**src/hw/rtl/mtp_pkg.sv**
```systemverilog
// ---------------------------------------------------------------------------
// mtp_pkg
// Shared types and constants of the meter telegram parser.
// ---------------------------------------------------------------------------
`default_nettype none

package mtp_pkg;

   localparam int LINE_MAX = 32;
   localparam int LEN_W    = $clog2(LINE_MAX + 1);
   localparam int IDX_W    = $clog2(LINE_MAX);

   localparam logic [7:0] CHAR_SLASH = 8'h2F;
   localparam logic [7:0] CHAR_BANG  = 8'h21;
   localparam logic [7:0] CHAR_OPEN  = 8'h28;
   localparam logic [7:0] CHAR_CLOSE = 8'h29;
   localparam logic [7:0] CHAR_STAR  = 8'h2A;
   localparam logic [7:0] CHAR_CR    = 8'h0D;
   localparam logic [7:0] CHAR_LF    = 8'h0A;

   localparam int CKS_DIGITS = 4;
   localparam int CNT_W      = 3;

   localparam logic [2:0] KIND_START    = 3'd0;
   localparam logic [2:0] KIND_HEADER   = 3'd1;
   localparam logic [2:0] KIND_ID       = 3'd2;
   localparam logic [2:0] KIND_VALUE    = 3'd3;
   localparam logic [2:0] KIND_UNIT     = 3'd4;
   localparam logic [2:0] KIND_END      = 3'd6;
   localparam logic [2:0] KIND_OVERFLOW = 3'd7;

   typedef enum logic [3:0] {
      ST_WAIT,
      ST_HEADER,
      ST_BETWEEN,
      ST_REG,
      ST_CHECKSUM,
      ST_EMIT_START,
      ST_EMIT_HDR,
      ST_EMIT_OVF,
      ST_EMIT_ID,
      ST_EMIT_VAL,
      ST_EMIT_UNIT,
      ST_EMIT_END
   } ctrl_state_type;

   typedef enum logic [1:0] {
      RNG_HDR,
      RNG_ID,
      RNG_VAL,
      RNG_UNIT
   } range_type;

   typedef struct packed {
      logic       clear;
      logic       add;
      logic       ptr_load;
      logic       ptr_inc;
      range_type  load_sel;
      logic       cks_clear;
      logic       cks_shift;
      logic       emit;
      logic [2:0] kind;
      logic       last;
   } mtp_cmd_type;

   typedef struct packed {
      logic is_slash;
      logic is_bang;
      logic is_eol;
      logic is_hex;
      logic cks_full;
      logic ovf;
      logic line_ok;
      logic hdr_empty;
      logic val_nonempty;
      logic unit_nonempty;
      logic at_end;
      logic out_free;
   } mtp_status_type;

endpackage

`default_nettype wire

```
**src/hw/rtl/mtp_datapath.sv**
```systemverilog
// ---------------------------------------------------------------------------
// mtp_datapath
// Line buffer, delimiter positions, checksum shifter and result register.
// ---------------------------------------------------------------------------
`default_nettype none

module mtp_datapath
   import mtp_pkg::*;
(
   input  wire logic           clock,
   input  wire logic           reset,
   input  wire logic [7:0]     req_rx_byte,
   input  wire mtp_cmd_type    cmd,
   output mtp_status_type      status,
   output logic                rsp_valid,
   input  wire logic           rsp_stall,
   output logic [2:0]          rsp_kind,
   output logic [15:0]         rsp_payload,
   output logic                rsp_last_of_run
);

   logic [7:0]       store_ff [LINE_MAX];
   logic [LEN_W-1:0] len_ff, len_in, len_base;
   logic [IDX_W-1:0] open_ff, open_in, close_ff, close_in, star_ff, star_in;
   logic             open_v_ff, open_v_in, close_v_ff, close_v_in, star_v_ff, star_v_in;
   logic             ovf_ff, ovf_in;
   logic             open_v_base, close_v_base, star_v_base;
   logic [15:0]      cks_ff, cks_in;
   logic [CNT_W-1:0] cnt_ff, cnt_in;
   logic [IDX_W-1:0] ptr_ff, ptr_in;
   range_type        rng_ff, rng_in;
   logic             rsp_valid_ff, rsp_valid_in;
   logic [2:0]       kind_ff, kind_in;
   logic [15:0]      payload_ff;
   logic             last_ff, last_in;
   logic             wr_en;
   logic [3:0]       nibble;
   logic             hex_ok;
   logic [LEN_W-1:0] open_l, close_l, star_l, vend_l, rng_to, ptr_next;
   logic [7:0]       c;

   assign c = req_rx_byte;

   always_comb begin
      nibble = 4'd0;
      hex_ok = 1'b1;
      if (c >= 8'h30 && c <= 8'h39) begin
         nibble = 4'(c - 8'h30);
      end else if (c >= 8'h61 && c <= 8'h66) begin
         nibble = 4'(c - 8'h57);
      end else if (c >= 8'h41 && c <= 8'h46) begin
         nibble = 4'(c - 8'h37);
      end else begin
         hex_ok = 1'b0;
      end
   end

   assign open_l  = LEN_W'(open_ff);
   assign close_l = LEN_W'(close_ff);
   assign star_l  = LEN_W'(star_ff);
   assign vend_l  = star_v_ff ? star_l : close_l;

   always_comb begin
      case (rng_ff)
         RNG_HDR:  rng_to = len_ff;
         RNG_ID:   rng_to = open_l;
         RNG_VAL:  rng_to = vend_l;
         RNG_UNIT: rng_to = close_l;
         default:  rng_to = len_ff;
      endcase
   end

   assign ptr_next = LEN_W'(ptr_ff) + LEN_W'(1);

   assign status.is_slash      = (c == CHAR_SLASH);
   assign status.is_bang       = (c == CHAR_BANG);
   assign status.is_eol        = (c == CHAR_CR) || (c == CHAR_LF);
   assign status.is_hex        = hex_ok;
   assign status.cks_full      = (cnt_ff == CNT_W'(CKS_DIGITS - 1));
   assign status.ovf           = ovf_ff;
   assign status.line_ok       = open_v_ff && close_v_ff && (open_ff != '0) &&
                                 (open_ff <= close_ff) && (len_ff != '0) &&
                                 (close_l == len_ff - LEN_W'(1));
   assign status.hdr_empty     = (len_ff == '0);
   assign status.val_nonempty  = (open_l + LEN_W'(1)) < vend_l;
   assign status.unit_nonempty = star_v_ff && ((star_l + LEN_W'(1)) < close_l);
   assign status.at_end        = ptr_next >= rng_to;
   assign status.out_free      = !rsp_valid_ff || !rsp_stall;

   // line accumulation; clear and add together start a fresh line
   always_comb begin
      len_base     = cmd.clear ? '0 : len_ff;
      open_v_base  = cmd.clear ? 1'b0 : open_v_ff;
      close_v_base = cmd.clear ? 1'b0 : close_v_ff;
      star_v_base  = cmd.clear ? 1'b0 : star_v_ff;
      len_in       = len_base;
      open_v_in    = open_v_base;
      close_v_in   = close_v_base;
      star_v_in    = star_v_base;
      ovf_in       = cmd.clear ? 1'b0 : ovf_ff;
      open_in      = open_ff;
      close_in     = close_ff;
      star_in      = star_ff;
      wr_en        = 1'b0;
      if (cmd.add) begin
         if (len_base >= LEN_W'(LINE_MAX)) begin
            ovf_in = 1'b1;
         end else begin
            wr_en  = 1'b1;
            len_in = len_base + LEN_W'(1);
            if (c == CHAR_OPEN && !open_v_base) begin
               open_in   = len_base[IDX_W-1:0];
               open_v_in = 1'b1;
            end else if (c == CHAR_CLOSE && !close_v_base) begin
               close_in   = len_base[IDX_W-1:0];
               close_v_in = 1'b1;
            end else if (c == CHAR_STAR && open_v_base && !star_v_base) begin
               star_in   = len_base[IDX_W-1:0];
               star_v_in = 1'b1;
            end
         end
      end
   end

   always_comb begin
      cks_in = cks_ff;
      cnt_in = cnt_ff;
      if (cmd.cks_clear) begin
         cks_in = '0;
         cnt_in = '0;
      end else if (cmd.cks_shift) begin
         cks_in = {cks_ff[11:0], nibble};
         cnt_in = cnt_ff + CNT_W'(1);
      end
   end

   // the range being sequenced is latched with its start pointer
   always_comb begin
      ptr_in = ptr_ff;
      rng_in = rng_ff;
      if (cmd.ptr_load) begin
         rng_in = cmd.load_sel;
         case (cmd.load_sel)
            RNG_VAL:  ptr_in = open_ff + IDX_W'(1);
            RNG_UNIT: ptr_in = star_ff + IDX_W'(1);
            default:  ptr_in = '0;
         endcase
      end else if (cmd.ptr_inc) begin
         ptr_in = ptr_ff + IDX_W'(1);
      end
   end

   always_comb begin
      rsp_valid_in = rsp_valid_ff && rsp_stall;
      kind_in      = kind_ff;
      last_in      = last_ff;
      if (cmd.emit) begin
         rsp_valid_in = 1'b1;
         kind_in      = cmd.kind;
         last_in      = cmd.last;
      end
   end

   always_ff @(posedge clock) begin
      if (wr_en) begin
         store_ff[len_base[IDX_W-1:0]] <= c;
      end
   end

   always_ff @(posedge clock) begin
      if (reset) begin
         len_ff       <= '0;
         open_v_ff    <= 1'b0;
         close_v_ff   <= 1'b0;
         star_v_ff    <= 1'b0;
         ovf_ff       <= 1'b0;
         cks_ff       <= '0;
         cnt_ff       <= '0;
         ptr_ff       <= '0;
         rsp_valid_ff <= 1'b0;
      end else begin
         len_ff       <= len_in;
         open_v_ff    <= open_v_in;
         close_v_ff   <= close_v_in;
         star_v_ff    <= star_v_in;
         ovf_ff       <= ovf_in;
         cks_ff       <= cks_in;
         cnt_ff       <= cnt_in;
         ptr_ff       <= ptr_in;
         rsp_valid_ff <= rsp_valid_in;
      end
   end

   always_ff @(posedge clock) begin
      open_ff  <= open_in;
      close_ff <= close_in;
      star_ff  <= star_in;
      rng_ff   <= rng_in;
      kind_ff  <= kind_in;
      last_ff  <= last_in;
      if (cmd.emit) begin
         case (cmd.kind)
            KIND_HEADER, KIND_ID, KIND_VALUE, KIND_UNIT: begin
               payload_ff <= {8'h00, store_ff[ptr_ff]};
            end
            KIND_END: payload_ff <= cks_ff;
            default:  payload_ff <= '0;
         endcase
      end
   end

   assign rsp_valid       = rsp_valid_ff;
   assign rsp_kind        = kind_ff;
   assign rsp_payload     = payload_ff;
   assign rsp_last_of_run = last_ff;

   a_len_bound: assert property (@(posedge clock) disable iff (reset)
      len_ff <= LEN_W'(LINE_MAX))
      else $error("line length beyond buffer");

   a_ovf_full: assert property (@(posedge clock) disable iff (reset)
      ovf_ff |-> (len_ff == LEN_W'(LINE_MAX)))
      else $error("overflow flag without full buffer");

   a_emit_free: assert property (@(posedge clock) disable iff (reset)
      cmd.emit |-> status.out_free)
      else $error("result loaded over a pending transfer");

   a_emit_valid: assert property (@(posedge clock) disable iff (reset)
      cmd.emit |=> rsp_valid_ff)
      else $error("loaded result not presented");

endmodule

`default_nettype wire

```
**src/hw/rtl/mtp_ctrl.sv**
```systemverilog
// ---------------------------------------------------------------------------
// mtp_ctrl
// Parse phase and result sequencing state machine.
// ---------------------------------------------------------------------------
`default_nettype none

module mtp_ctrl
   import mtp_pkg::*;
(
   input  wire logic           clock,
   input  wire logic           reset,
   input  wire logic           req_valid,
   output logic                req_stall,
   input  wire mtp_status_type status,
   output mtp_cmd_type         cmd
);

   ctrl_state_type state_ff, state_in;
   logic           listen;
   logic           take;
   logic           free;

   assign listen = (state_ff == ST_WAIT) || (state_ff == ST_HEADER) ||
                   (state_ff == ST_BETWEEN) || (state_ff == ST_REG) ||
                   (state_ff == ST_CHECKSUM);
   assign take      = req_valid && listen;
   assign free      = status.out_free;
   assign req_stall = !listen;

   always_comb begin
      state_in = state_ff;
      case (state_ff)
         ST_WAIT: begin
            if (take) begin
               state_in = status.is_slash ? ST_HEADER : ST_WAIT;
            end
         end
         ST_HEADER: begin
            if (take && status.is_eol) begin
               state_in = ST_EMIT_START;
            end
         end
         ST_BETWEEN: begin
            if (take) begin
               if (status.is_bang) begin
                  state_in = ST_CHECKSUM;
               end else if (!status.is_eol) begin
                  state_in = ST_REG;
               end
            end
         end
         ST_REG: begin
            if (take && status.is_eol) begin
               if (status.ovf) begin
                  state_in = ST_EMIT_OVF;
               end else if (status.line_ok) begin
                  state_in = ST_EMIT_ID;
               end else begin
                  state_in = ST_BETWEEN;
               end
            end
         end
         ST_CHECKSUM: begin
            if (take) begin
               if (!status.is_hex) begin
                  state_in = ST_WAIT;
               end else if (status.cks_full) begin
                  state_in = ST_EMIT_END;
               end
            end
         end
         ST_EMIT_START: begin
            if (free) begin
               if (status.ovf) begin
                  state_in = ST_EMIT_OVF;
               end else if (status.hdr_empty) begin
                  state_in = ST_BETWEEN;
               end else begin
                  state_in = ST_EMIT_HDR;
               end
            end
         end
         ST_EMIT_HDR: begin
            if (free && status.at_end) begin
               state_in = ST_BETWEEN;
            end
         end
         ST_EMIT_OVF: begin
            if (free) begin
               state_in = ST_BETWEEN;
            end
         end
         ST_EMIT_ID: begin
            if (free && status.at_end) begin
               if (status.val_nonempty) begin
                  state_in = ST_EMIT_VAL;
               end else if (status.unit_nonempty) begin
                  state_in = ST_EMIT_UNIT;
               end else begin
                  state_in = ST_BETWEEN;
               end
            end
         end
         ST_EMIT_VAL: begin
            if (free && status.at_end) begin
               state_in = status.unit_nonempty ? ST_EMIT_UNIT : ST_BETWEEN;
            end
         end
         ST_EMIT_UNIT: begin
            if (free && status.at_end) begin
               state_in = ST_BETWEEN;
            end
         end
         ST_EMIT_END: begin
            if (free) begin
               state_in = ST_WAIT;
            end
         end
         default: state_in = ST_WAIT;
      endcase
   end

   always_comb begin
      cmd          = '0;
      cmd.load_sel = RNG_HDR;
      cmd.kind     = KIND_START;
      case (state_ff)
         ST_WAIT: begin
            cmd.clear = take && status.is_slash;
         end
         ST_HEADER: begin
            cmd.add = take && !status.is_eol;
         end
         ST_BETWEEN: begin
            if (take) begin
               if (status.is_bang) begin
                  cmd.cks_clear = 1'b1;
               end else if (!status.is_eol) begin
                  cmd.clear = 1'b1;
                  cmd.add   = 1'b1;
               end
            end
         end
         ST_REG: begin
            if (take) begin
               if (!status.is_eol) begin
                  cmd.add = 1'b1;
               end else if (!status.ovf && status.line_ok) begin
                  cmd.ptr_load = 1'b1;
                  cmd.load_sel = RNG_ID;
               end else if (!status.ovf) begin
                  cmd.clear = 1'b1;
               end
            end
         end
         ST_CHECKSUM: begin
            cmd.cks_shift = take && status.is_hex;
         end
         ST_EMIT_START: begin
            if (free) begin
               cmd.emit     = 1'b1;
               cmd.kind     = KIND_START;
               cmd.last     = !status.ovf && status.hdr_empty;
               cmd.ptr_load = 1'b1;
               cmd.clear    = !status.ovf && status.hdr_empty;
            end
         end
         ST_EMIT_HDR: begin
            if (free) begin
               cmd.emit    = 1'b1;
               cmd.kind    = KIND_HEADER;
               cmd.last    = status.at_end;
               cmd.ptr_inc = 1'b1;
               cmd.clear   = status.at_end;
            end
         end
         ST_EMIT_OVF: begin
            if (free) begin
               cmd.emit  = 1'b1;
               cmd.kind  = KIND_OVERFLOW;
               cmd.last  = 1'b1;
               cmd.clear = 1'b1;
            end
         end
         ST_EMIT_ID: begin
            if (free) begin
               cmd.emit    = 1'b1;
               cmd.kind    = KIND_ID;
               cmd.last    = status.at_end && !status.val_nonempty && !status.unit_nonempty;
               cmd.ptr_inc = 1'b1;
               if (status.at_end) begin
                  if (status.val_nonempty) begin
                     cmd.ptr_load = 1'b1;
                     cmd.load_sel = RNG_VAL;
                  end else if (status.unit_nonempty) begin
                     cmd.ptr_load = 1'b1;
                     cmd.load_sel = RNG_UNIT;
                  end else begin
                     cmd.clear = 1'b1;
                  end
               end
            end
         end
         ST_EMIT_VAL: begin
            if (free) begin
               cmd.emit    = 1'b1;
               cmd.kind    = KIND_VALUE;
               cmd.last    = status.at_end && !status.unit_nonempty;
               cmd.ptr_inc = 1'b1;
               if (status.at_end) begin
                  if (status.unit_nonempty) begin
                     cmd.ptr_load = 1'b1;
                     cmd.load_sel = RNG_UNIT;
                  end else begin
                     cmd.clear = 1'b1;
                  end
               end
            end
         end
         ST_EMIT_UNIT: begin
            if (free) begin
               cmd.emit    = 1'b1;
               cmd.kind    = KIND_UNIT;
               cmd.last    = status.at_end;
               cmd.ptr_inc = 1'b1;
               cmd.clear   = status.at_end;
            end
         end
         ST_EMIT_END: begin
            if (free) begin
               cmd.emit = 1'b1;
               cmd.kind = KIND_END;
               cmd.last = 1'b1;
            end
         end
         default: begin
            cmd.clear = 1'b0;
         end
      endcase
   end

   always_ff @(posedge clock) begin
      if (reset) begin
         state_ff <= ST_WAIT;
      end else begin
         state_ff <= state_in;
      end
   end

   a_no_take_while_emit: assert property (@(posedge clock) disable iff (reset)
      cmd.emit |-> req_stall)
      else $error("input transfer during result sequencing");

   a_clear_add_fresh: assert property (@(posedge clock) disable iff (reset)
      (cmd.add && cmd.clear) |-> (state_ff == ST_BETWEEN))
      else $error("fresh line started outside line gap");

   a_end_to_wait: assert property (@(posedge clock) disable iff (reset)
      (state_ff == ST_EMIT_END && free) |=> (state_ff == ST_WAIT))
      else $error("frame end not followed by wait");

endmodule

`default_nettype wire

```
**src/hw/rtl/meter_telegram_parser_top.sv**
```systemverilog
// ---------------------------------------------------------------------------
// meter_telegram_parser_top
// Byte-serial smart meter telegram parser.
// ---------------------------------------------------------------------------
// A byte that causes no result is taken without a stall. A byte that ends
// a line keeps req_stall high while its results are sequenced out of the
// line buffer, one result per cycle the output register is free: a register
// line of 32 bytes gives at most 30 results, a header line up to 33. The
// output register lets the next byte enter while the last result of a run
// still waits for its transfer.
`default_nettype none

module meter_telegram_parser_top
   import mtp_pkg::*;
(
   input  wire logic        clock,
   input  wire logic        reset,
   input  wire logic        req_valid,
   output logic             req_stall,
   input  wire logic [7:0]  req_rx_byte,
   output logic             rsp_valid,
   input  wire logic        rsp_stall,
   output logic [2:0]       rsp_kind,
   output logic [15:0]      rsp_payload,
   output logic             rsp_last_of_run
);

   mtp_cmd_type    cmd;
   mtp_status_type status;

   mtp_ctrl u_ctrl (
      .clock     (clock),
      .reset     (reset),
      .req_valid (req_valid),
      .req_stall (req_stall),
      .status    (status),
      .cmd       (cmd)
   );

   mtp_datapath u_datapath (
      .clock           (clock),
      .reset           (reset),
      .req_rx_byte     (req_rx_byte),
      .cmd             (cmd),
      .status          (status),
      .rsp_valid       (rsp_valid),
      .rsp_stall       (rsp_stall),
      .rsp_kind        (rsp_kind),
      .rsp_payload     (rsp_payload),
      .rsp_last_of_run (rsp_last_of_run)
   );

endmodule

`default_nettype wire

```
**config.mk**
```make
export PLATFORM = sky130hd
export DESIGN_NAME = meter_telegram_parser_top
export DESIGN_NICKNAME = d
export VERILOG_FILES = /design/src/hw/rtl/mtp_pkg.sv /design/src/hw/rtl/mtp_datapath.sv /design/src/hw/rtl/mtp_ctrl.sv /design/src/hw/rtl/meter_telegram_parser_top.sv
export SDC_FILE = /design/constraint.sdc
export NUM_CORES = 1
export LEC_CHECK = 0
export BUFFER_PORTS_ARGS = -buffer_cell sky130_fd_sc_hd__buf_2
export CORE_ASPECT_RATIO = 0.6
export CORE_UTILIZATION = 50
export DETAILED_ROUTE_END_ITERATION = 8
export GPL_ROUTABILITY_DRIVEN = 0
export HOLD_SLACK_MARGIN = 0.06
export PLACE_DENSITY_LB_ADDON = 0.1
export SLEW_MARGIN = 25
export SYNTH_ARGS = -nofsm -noshare
export SYNTH_HDL_FRONTEND = slang
export SYNTH_SLANG_ARGS = --single-unit
```
**constraint.sdc**
```tcl
create_clock -name clock -period 6.26 [get_ports clock]
set_input_delay 1.252 -clock clock [delete_from_list [all_inputs] [get_ports clock]]
set_output_delay 1.252 -clock clock [all_outputs]
set_load 0.005 [all_outputs]
```
==> flow_metrics.env <==
export IMPL_wl_met2_um=14400
export IMPL_rsz0062_at_grt="false"
export IMPL_clk_latency_ns=0.57
export IMPL_pwr_share_clk_pct=30.8
export IMPL_end_kind="flip-flop"
export IMPL_ant_nets=0
export IMPL_cts_setup_buffers=0
export IMPL_setup_viol=0
export IMPL_start_kind="flip-flop"
export IMPL_routed_top_layer="met4"
export IMPL_drv_slew=0
export IMPL_synth_top_area_share_pct=58.0
export IMPL_p_int_mw=4.28
export IMPL_critPathKind="reg -> reg"
export IMPL_yosys_area_top_type="edfxtp_1"
export IMPL_synth_area_mm2=0.0152
export IMPL_async_flop_share_pct=0
export IMPL_drv_cap=0
export IMPL_nNetsFinal=1064
export IMPL_die_area_mm2=0.0311
export IMPL_cts_tree="done"
export IMPL_synth_edf_count=293
export IMPL_syn_nets=1032
export IMPL_rows=48
export IMPL_grt_pass1_vias=8386
export IMPL_grt_pass1_wl_um=58300
export IMPL_cts_hold_buf=0
export IMPL_yosys_cell_count_top_type="edfxtp_1"
export IMPL_ys_ff_latch=337
export IMPL_outcome="complete, no violations"
export IMPL_relSlewSlack_pct=35.4
export IMPL_dp_hpwl_um=27700
export IMPL_synthTopCellsByCount="293 x edfxtp_1, 84 x mux4_2, 72 x nand2_1, 47 x nor2_1, 44 x dfxtp_1"
export IMPL_drtIter0Drc=1349
export IMPL_drc_errors=0
export IMPL_worstRegToRegCells=12
export IMPL_cts_root_buf="clkbuf_16"
export IMPL_htree_levels=1
export IMPL_power_density_mw_per_mm2=363
export IMPL_synth_cell_types=78
export IMPL_post_dp_cell_area_mm2=0.0158
export IMPL_finalCritPeriodShare_pct=82.8
export IMPL_cts_buffers=31
export IMPL_chipWidth_um=227
export IMPL_syn_avg_cell_area_um2=15.4
export IMPL_required_ns=6.48
export IMPL_worst_slew_pin_slew_ns=0.969
export IMPL_synth_flop_cell="edfxtp_1"
export IMPL_core_area_mm2=0.0293
export IMPL_grt_max_degree=65
export IMPL_ys_seq_area_share_pct=63.8
export IMPL_max_vdd_ir_drop_mv=0.203
export IMPL_tns_ns=0
export IMPL_dr_wl_met3_um=5680
export IMPL_clock_sinks=337
export IMPL_diodes=0
export IMPL_r2r_end="u_datapath.store_ff[23][7]$_DFFE_PP_"
export IMPL_first_pass_iters=6
export IMPL_clkTransAtPathRegs_ns=0.07
export IMPL_fin_skew_ns=0.0152
export IMPL_hold_class="reg -> reg"
export IMPL_p_seq_share_pct=44.5
export IMPL_stdcell_area_mm2=0.0168
export IMPL_wirelength_um=40000
export IMPL_avgRoutedWirePerCell_um=27.8
export IMPL_synthTopCellsByArea="edfxtp_1 58%, mux4_2 12%, dfxtp_1 5.8%, ha_1 3.1%, nand2_1 1.8%"
export IMPL_cp_max_fo=9
export IMPL_start_util_pct=51.8
export IMPL_wl_met1_um=19400
export IMPL_grt_overflow=0
export IMPL_p_leak_nw=5.47
export IMPL_vias=9132
export IMPL_port_buffer_count=33
export IMPL_syn_inst=983
export IMPL_yosysWarnings=0
export IMPL_post_route_min_period_ns=5.18
export IMPL_antenna_found_initial=1
export IMPL_sw_frac_of_total_pct=29.9
export IMPL_p_switching_mw=1.82
export IMPL_fmax_mhz=193
export IMPL_clk_path_buf_depth=3
export IMPL_gr_usage_all_layers_pct=26.6
export IMPL_endpoint="u_datapath.store_ff[23][7]$_DFFE_PP_"
export IMPL_startpoint="u_datapath.star_ff[2]$_DFFE_PP_"
export IMPL_crit_reg2reg_launch="u_datapath.star_ff[2]$_DFFE_PP_"
export IMPL_finalHoldViolCount=0
export IMPL_final_util_pct=57.3
export IMPL_r2r_slack_ns=1.08
export IMPL_drive_gt1_share_pct=20.7
export IMPL_p_comb_share_pct=24.7
export IMPL_die_y_um=137
export IMPL_post_cts_resized=0
export IMPL_arrival_ns=5.40
export IMPL_syn_to_final_growth_pct=10.7
export IMPL_routed_via_density=6.35
export IMPL_io_pins=34
per-stage QoR:
stage          total power [mW]  instances  hold WS [ns]  worst slack [ns]
2_1_floorplan              3.71        983         0.432              2.11
3_3_place_gp               4.24       1382         0.439              1.21
3_5_place_dp               4.25       1382         0.451              1.10
4_1_cts                    6.11       1439         0.462              1.25
5_1_grt                    6.33       1439         0.481             0.816
6_report                   6.10       1439         0.462              1.08
final cells by class:
class                   instances  area, um^2
flip-flops and latches        337        9680
well taps                     400         500
clock inverters                10         113
fillers                      2347       12500
inverters                      27         101
clock buffers                  47         886
repair buffers                 56         338
multi-input cells             562        5180
registers in the layout, summed over array words and instances (netlist names), named ones only:
signal / count
u_datapath.cnt_ff: 3
u_datapath.rsp_valid: 1
u_datapath.store_ff: 256
u_datapath.rng_ff: 2
u_datapath.len_ff: 6
u_datapath.open_v_ff: 1
u_datapath.close_ff: 5
u_datapath.open_ff: 5
u_datapath.rsp_payload: 16
u_datapath.close_v_ff: 1
u_datapath.rsp_kind: 3
u_datapath.ptr_ff: 5
u_datapath.star_ff: 5
u_datapath.ovf_ff: 1
u_datapath.rsp_last_of_run: 1
u_ctrl.state_ff: 4
u_datapath.cks_ff: 16
u_datapath.star_v_ff: 1
routing by layer:
| metal | up-vias | track usage (%) |
|---|---|---|
| li1 | 3975 | - |
| met1 | 4556 | 45.3 |
| met2 | 554 | 31.0 |
| met3 | 47 | 10.1 |
| met4 | 0 | 4.21 |
| met5 | - | 0 |
placed cells by master (no fill, tap or decap), types with 11 or more instances in the layout:
cell / instances
nand2_1: 72
and3_1: 11
edfxtp_1: 293
o211ai_1: 11
ha_1: 37
o21ai_0: 22
xnor2_1: 13
and2_1: 11
clkbuf_16: 31
nand3_1: 20
inv_1: 26
dfxtp_1: 42
nor2_1: 46
and4_1: 29
nand2b_1: 11
clkbuf_1: 11
mux4_2: 84
buf_4: 23
a211oi_1: 11
nor3_1: 16
buf_2: 33
mux2i_1: 13
a21oi_1: 33
kinds of logic after synthesis:
kind of cell | count (synthesis) | synth area share [%]
AO/OA/AOI/OAI | 140 | 6.73
AND/OR/NAND/NOR | 264 | 9.53
multiplexers | 100 | 13.5
XOR/XNOR | 21 | 1.21
adder cells (fa/ha/maj) | 37 | 3.05
buffers and inverters | 84 | 2.17
flip-flops | 337 | 63.8
power by group through the flow:
stage	Clock [mW]	Combinational [mW]	Sequential [mW]
6_report	1.88	1.51	2.71
5_1_grt	1.99	1.60	2.74
3_5_place_dp	0	1.48	2.77
3_3_place_gp	0	1.48	2.77
4_1_cts	1.90	1.49	2.72
2_1_floorplan	0	1.08	2.63
critical path, cell delays in order, from the launching register on:
cell and delay, ns:
edfxtp_1 0.59, nand3_1 0.14, xnor2_1 0.45, ha_1 0.32, o21a_1 0.11, o221ai_1 0.21
nand4b_1 0.46, a21oi_1 0.55, o21a_2 0.29, nand2_1 0.16, nor2_1 0.33, ha_1 0.65
and4_1 0.56
worst min path at each step:
stage / startpoint / to / slack, ns / cells past startpoint
3_5_place_dp: u_datapath.cks_ff[13]$_SDFFE_PP0P_ / u_datapath.cks_ff[13]$_SDFFE_PP0P_ / 0.45 / 2
2_1_floorplan: u_datapath.cks_ff[12]$_SDFFE_PP0P_ / u_datapath.cks_ff[12]$_SDFFE_PP0P_ / 0.43 / 2
5_1_grt: u_datapath.cks_ff[14]$_SDFFE_PP0P_ / u_datapath.cks_ff[14]$_SDFFE_PP0P_ / 0.48 / 2
4_1_cts: u_datapath.cks_ff[13]$_SDFFE_PP0P_ / u_datapath.cks_ff[13]$_SDFFE_PP0P_ / 0.46 / 2
3_3_place_gp: u_datapath.cks_ff[14]$_SDFFE_PP0P_ / u_datapath.cks_ff[14]$_SDFFE_PP0P_ / 0.44 / 2
6_report: u_datapath.cks_ff[14]$_SDFFE_PP0P_ / u_datapath.cks_ff[14]$_SDFFE_PP0P_ / 0.46 / 2
(Power assumes the default switching activity.)
